## src/hdl/rag_pkg.sv

```systemverilog
// rag_pkg: shared types, constants and fixed-point helpers for the radial apodisation gain block
// used by rag_cos_chain, rag_exp_chain and radial_apodization_gain
// no dependencies
package rag_pkg;

	localparam int RADIAL_POINTS = 1024;
	localparam int IDX_W = 10;
	localparam logic [IDX_W-1:0] IDX_MAX = IDX_W'(RADIAL_POINTS - 1);

	localparam logic [15:0] ONE_Q15 = 16'h8000;

	// cosine polynomial coefficients, innermost first
	localparam logic [15:0] COS_C0 = 16'd30;
	localparam logic [15:0] COS_C1 = 16'd684;
	localparam logic [15:0] COS_C2 = 16'd8312;
	localparam logic [15:0] COS_C3 = 16'd40426;
	localparam int COS_LAT = 8;

	localparam int EXP_STEPS = 7;
	localparam int EXP_LAT = 3 * EXP_STEPS + 2;
	localparam int TAPER_DLY = EXP_LAT - COS_LAT;

	typedef enum logic [2:0] {
		MODE_DENSITY  = 3'd0,
		MODE_APERTURE = 3'd1,
		MODE_MASK     = 3'd2,
		MODE_TAPER    = 3'd3,
		MODE_GAUSS    = 3'd4
	} mode_t;

	typedef enum logic [2:0] {
		REG_FILTER_MODE   = 3'd0,
		REG_DENSITY_GAIN  = 3'd1,
		REG_INNER_RADIUS  = 3'd2,
		REG_EDGE_WIDTH    = 3'd3,
		REG_INVERSE_WIDTH = 3'd4
	} reg_idx_t;

	typedef enum logic [1:0] {
		SRC_CONST = 2'd0,
		SRC_TAPER = 2'd1,
		SRC_GAUSS = 2'd2
	} src_t;

	typedef struct packed {
		logic [15:0] re;
		logic [15:0] im;
		src_t        src;
		logic [15:0] cgain;
	} item_t;

	// round-to-nearest drop of 15 fraction bits
	function automatic logic [20:0] rnd_q15(input logic [35:0] x);
		return 21'((x + 36'd16384) >> 15);
	endfunction

	// round(32768 * exp(-n))
	function automatic logic [15:0] exp_int(input logic [3:0] n);
		logic [15:0] e;
		case (n)
			4'd0:    e = 16'd32768;
			4'd1:    e = 16'd12055;
			4'd2:    e = 16'd4435;
			4'd3:    e = 16'd1631;
			4'd4:    e = 16'd600;
			4'd5:    e = 16'd221;
			4'd6:    e = 16'd81;
			4'd7:    e = 16'd30;
			4'd8:    e = 16'd11;
			4'd9:    e = 16'd4;
			4'd10:   e = 16'd1;
			4'd11:   e = 16'd1;
			default: e = 16'd0;
		endcase
		return e;
	endfunction

endpackage

```

## src/hdl/rag_cos_chain.sv

```systemverilog
// rag_cos_chain: eight-stage pipelined quarter-wave cosine, cos(pi/2*u) from v = u^2 in Q1.15
// depends on rag_pkg
module rag_cos_chain (
	input  logic        clk,
	input  logic        en,
	input  logic [15:0] v,
	output logic [15:0] gain
);

	logic [15:0] v_s1, v_s2, v_s3, v_s4, v_s5, v_s6;
	logic [31:0] m_s1, m_s3, m_s5, m_s7;
	logic [15:0] t_s2, t_s4, t_s6;
	logic [15:0] gain_s8;
	logic [20:0] p_fin;

	assign p_fin = rag_pkg::rnd_q15({4'b0, m_s7});

	always_ff @(posedge clk) begin
		if (en) begin
			m_s1 <= {16'b0, v} * {16'b0, rag_pkg::COS_C0};
			v_s1 <= v;
			t_s2 <= rag_pkg::COS_C1 - 16'(rag_pkg::rnd_q15({4'b0, m_s1}));
			v_s2 <= v_s1;
			m_s3 <= {16'b0, v_s2} * {16'b0, t_s2};
			v_s3 <= v_s2;
			t_s4 <= rag_pkg::COS_C2 - 16'(rag_pkg::rnd_q15({4'b0, m_s3}));
			v_s4 <= v_s3;
			m_s5 <= {16'b0, v_s4} * {16'b0, t_s4};
			v_s5 <= v_s4;
			t_s6 <= rag_pkg::COS_C3 - 16'(rag_pkg::rnd_q15({4'b0, m_s5}));
			v_s6 <= v_s5;
			m_s7 <= {16'b0, v_s6} * {16'b0, t_s6};
			// clamp at zero past the quarter wave
			gain_s8 <= (p_fin >= 21'(rag_pkg::ONE_Q15)) ? 16'd0 :
				rag_pkg::ONE_Q15 - p_fin[15:0];
		end
	end

	assign gain = gain_s8;

endmodule

```

## config.mk

```make
export PLATFORM = sky130hd
export DESIGN_NAME = rag_cos_chain
export DESIGN_NICKNAME = d
export VERILOG_FILES = /design/src/hdl/rag_pkg.sv /design/src/hdl/rag_cos_chain.sv
export SDC_FILE = /design/constraint.sdc
export NUM_CORES = 2
export LEC_CHECK = 0
export ABC_AREA = 1
export BUFFER_PORTS_ARGS = -buffer_cell sky130_fd_sc_hd__buf_2
export CORE_MARGIN = 3
export CORE_UTILIZATION = 40
export CTS_CLUSTER_SIZE = 14
export DETAILED_ROUTE_END_ITERATION = 8
export PLACE_DENSITY_LB_ADDON = 0.15
export SLEW_MARGIN = 10
export SYNTH_ARGS = -nofsm -noshare
export SYNTH_HDL_FRONTEND = slang
export SYNTH_SLANG_ARGS = --single-unit
```

## constraint.sdc

```tcl
create_clock -name clk -period 17.1 [get_ports clk]
set_clock_uncertainty 0.05 [all_clocks]
set_input_delay 0.855 -clock clk [delete_from_list [all_inputs] [get_ports clk]]
set_output_delay 0.855 -clock clk [all_outputs]
set_load 0.05 [all_outputs]
```

## Yosys cells after proc, flatten, opt, wreduce, memory -nomap -nowiden

Index checks and enable logic that the tools add are counted.

| storage, ports and cells | value |
|---|---|
| register bits | 274 |
| bits in latches | 0 |
| bits in writable memories | 0 |
| memory bits (read-only) | 0 |
| bits of input ports | 18 |
| output and inout bits | 16 |
| logic and storage cells | 27 |
| memories kept | 0 |

| operators by class | value |
|---|---|
| $add $sub $neg | 8 |
| multiply operators | 4 |
| div/mod/pow operators | 0 |
| order comparisons | 1 |
| eq/ne operators | 0 |
| shifts and indexed selects | 0 |
| multiplexer cells | 0 |
| bitwise operators | 0 |
| reduce and logical (&&, ||, !) cells | 0 |

Operators by type and width:

| cell | count |
|---|---|
| $add 31x15->31 const B | 2 |
| $mul 16x16->31 | 2 |
| $add 32x15->33 const B | 1 |
| $mul 16x16->32 | 1 |
| $sub 16x16->16 const A | 2 |
| $add 21x15->22 const B | 1 |
| $mul 16x4->20 const B | 1 |
| $ge 18x16->1 const B | 1 |
| $sub 14x16->16 const A | 1 |
| $sub 10x7->11 const A | 1 |

## Longest topological paths before layout

| logic depth | value |
|---|---|
| word-level depth | 2 |
| depth in mapped cells | 29 |
| mapped depth without buffers | 27 |

## Worst setup path before layout

OpenSTA, ideal clock, no wires.

| timing path | value |
|---|---|
| path type | reg2reg |
| start | register v_s4[5] |
| end | register m_s5[29] (data pin) |
| setup time | 252 ps |
| arrival time | 5301 ps |
| required time | 16798 ps |
| slack | 11497 ps |
| cell stages (with the launch flop) | 24 |
| buffers on the path | 2 |
| period minus slack after synthesis | 5603 ps |
| cells stage by stage | edfxtp_1 -> clkbuf_1 -> clkbuf_1 -> nand2_1 -> fa_1 -> inv_1 -> fa_1 -> inv_1 -> fa_1 -> inv_1 -> fa_1 -> fa_1 -> inv_1 -> fa_1 -> inv_1 -> ha_1 -> a21oi_1 -> o21ai_0 -> a21oi_1 -> nor2_1 -> nor2_1 -> nand2_1 -> nand2_1 -> nand2_1 |

| between the ends | value |
|---|---|
| word-level cells in the longest chain between the ends | 1 |

Ends and longest elaborated chain:

| item | RTL line | source |
|---|---|---|
| from (decl) | rag_cos_chain.sv:10 | `logic [15:0] v_s1, v_s2, v_s3, v_s4, v_s5, v_s6;` |
| from (signal assigned) | rag_cos_chain.sv:27 | `v_s4 <= v_s3;` |
| $mul 16x16->31 | rag_cos_chain.sv:28 | `m_s5 <= {16'b0, v_s4} * {16'b0, t_s4};` |
| to (signal assigned) | rag_cos_chain.sv:28 |  |
| to (decl) | rag_cos_chain.sv:11 | `logic [31:0] m_s1, m_s3, m_s5, m_s7;` |

No other way between the ends.
A chain may end at the register's enable or synchronous reset.

## Worst setup path after layout

| timing path | value |
|---|---|
| start | register t_s4[6] |
| end | register m_s5[28] (data pin) |

| between the ends | value |
|---|---|
| word-level cells in the longest chain between the ends | 1 |

Ends and longest elaborated chain:

| item | RTL line | source |
|---|---|---|
| from (decl) | rag_cos_chain.sv:12 | `logic [15:0] t_s2, t_s4, t_s6;` |
| from (signal assigned) | rag_cos_chain.sv:26 | `t_s4 <= rag_pkg::COS_C2 - 16'(rag_pkg::rnd_q15({4'b0, m_s3}));` |
| $mul 16x16->31 | rag_cos_chain.sv:28 |  |

No other way between the ends.

==> flow_summary.json <==
{
  "endpoint_kind": "flip-flop",
  "final_antenna_net_count": 0,
  "num_rows": 105,
  "postSynthCellCount": 4120,
  "antenna_found_initial": 0,
  "dieArea_um2": 87290,
  "worstPathRequired_ps": 17400,
  "drc": 0,
  "synth.avg_cell_area_um2": 8.134,
  "area_growth_syn_to_layout_pct": 5.805,
  "hp-class": "reg -> reg",
  "worstMarginPinSlew_ps": 1024,
  "routed_via_density": 4.817,
  "grt_pass1_wl_um": 138200,
  "synth.yosys.seq_area_share": 0.1864,
  "clk_latency_ps": 610,
  "initial_core_util": 0.4062,
  "setup_tns_ps": 0,
  "synth.distinct_cells": 46,
  "setup_violations": 0,
  "arrival_ps": 6430,
  "cts.path.max_buffers": 3,
  "drt-initial-drc-count": 1108,
  "gp_congestion": 0.8836,
  "cts_tree": "yes",
  "post_cts_buffers": 0,
  "dieWidth_um": 295.5,
  "cts-buffers-inserted": 29,
  "crit_type": "reg -> reg",
  "period_share": 0.3588,
  "ys_warn_count": 0,
  "synth_common_cells": "nand2_1, inv_1, fa_1",
  "synth_top_area_cell": "fa_1",
  "antennaDiodeCount": 0,
  "max_cap_viol_count": 0,
  "cp-start-kind": "flip-flop",
  "yosys_register_bits": 208,
  "outcome": "finished, final reports clean",
  "cts_resized": 0,
  "fin_nets": 4897,
  "grt_usage": 0.1987,
  "dr.pass1.iters": 5,
  "synthFlopType": "edfxtp_1",
  "async_reset_ff_frac": 0,
  "drt-total-wl_um": 82400,
  "finalCriticalPeriod_ps": 6136,
  "slew_headroom": 0.3175,
  "dieHeight_um": 295.5,
  "max_freq_mhz": 163.0,
  "grt_start_max_net_pins": 79,
  "wl_per_cell_um": 16.06,
  "synth.area.top_cells": "fa_1, edfxtp_1, ha_1, nand2_1, inv_1",
  "port_buffers": 33,
  "overflow": 0,
  "drv_slew": 0,
  "synth_edf_count": 208,
  "dp_hpwl_um": 67650,
  "vias": 24705,
  "grt_pass1_vias": 26562,
  "cts.sinks": 208,
  "design.portCount": 34,
  "ctsHoldBuffers": 0,
  "rsz0062_at_grt": "false",
  "h-tree-depth": 1,
  "crit_fanout": 16,
  "syn_area_um2": 33510,
  "core_area_um2": 82500,
  "finalHoldViolations": 0,
  "synth_top_area_share": 0.3035,
  "clk_pin_slew_ps": 60,
  "drive_gt1_frac": 0.03819,
  "cts_root_buffer": "clkbuf_16",
  "syn-num-nets": 4979,
  "synth.most_common_cell": "nand2_1"
}
## through the flow
| stage | hold WS (ps) | instance area (µm²) | std cells | worst slack, ps | util |
|---|---|---|---|---|---|
| after floorplan | 350.3 | 33510 | 4120 | 11500 | - |
| after global placement | 350.4 | 34500 | 5077 | 11010 | 0.4181 |
| after detailed placement | 354.5 | 34500 | 5077 | 11030 | 0.4181 |
| after CTS | 368.3 | 35460 | 5129 | 11000 | 0.4298 |
| after global routing | 370.8 | 35460 | 5129 | 10630 | 0.4298 |
| final | 366.7 | 35460 | 5129 | 10960 | 0.4298 |
## state kept, by name, summed over array words and instances (netlist names)
register	cells
v_s1	16
v_s3	16
t_s6	16
m_s1	7
m_s7	18
v_s6	16
t_s2	8
v_s4	16
m_s5	17
t_s4	16
v_s5	16
gain	16
m_s3	14
v_s2	16
## critical path: stages, from the launching register on
cell and delay [ps]:
edfxtp_1 710, nand2_1 170, inv_1 70, fa_1 530
inv_1 60, fa_1 560, fa_1 440, fa_1 490
inv_1 50, fa_1 500, fa_1 590, ha_1 390
a21oi_1 210, o21ai_0 180, o21bai_1 230, o21ai_0 390
nand2_1 110, nand2_1 80, nand2_1 60
## path summary, 6_finish.rpt
check / slack, ps / to / cells past startpoint / from
min reg2reg: 370 / v_s6[3]$_DFFE_PP_ / 0 / v_s5[3]$_DFFE_PP_
max reg2reg: 10960 / m_s5[28]$_DFFE_PP_ / 18 / t_s4[6]$_DFFE_PP_
max: 10960 / m_s5[28]$_DFFE_PP_ / 18 / t_s4[6]$_DFFE_PP_
min: 370 / v_s6[3]$_DFFE_PP_ / 0 / v_s5[3]$_DFFE_PP_
## routing by layer
layer,vias to the layer above,part of all wire,global-route usage
li1,12075,-,-
met3,123,0.031,0.01795
met5,-,0,0
met2,435,0.53,0.3861
met4,0,0.030,0.05438
met1,12072,0.41,0.2317
## cells by family after synthesis
family	Yosys count	share of synthesized area
simple gates	1537	0.1913
compound gates	236	0.03957
fa+ha+maj	841	0.4278
xor+xnor	62	0.01620
flops	208	0.1864
buf+inv	1236	0.1387
## layout by cell type, fill, tap and decap left out, types with 11 or more instances in the layout
master | Yosys | final
o21bai_1 | 15 | 15
xor2_1 | 46 | 46
buf_2 | 0 | 32
edfxtp_1 | 208 | 208
clkbuf_16 | 0 | 29
ha_1 | 333 | 333
nor2_1 | 175 | 175
a21oi_1 | 117 | 117
nor3_1 | 31 | 31
nand2_2 | 24 | 24
inv_1 | 1078 | 1078
xnor2_1 | 16 | 16
a21o_1 | 15 | 15
nand4_1 | 32 | 32
o21ai_0 | 63 | 63
fa_1 | 508 | 508
nand2_1 | 1098 | 1098
nand3_1 | 124 | 124
nor2_2 | 11 | 11
## area by class of cell
cell class | instances | area (µm²)
tap | 1070 | 1339
fill | 8417 | 47050
multi-input combinational | 2676 | 22620
sequential | 208 | 6246
clock buffer | 33 | 740.7
inverter | 1083 | 4068
timing repair buffer | 40 | 227.7
clock inverter | 19 | 220.2
Power is left out: the tool's default activity adds up to more than one toggle a clock period on the data nets, which glitch-free logic cannot reach.
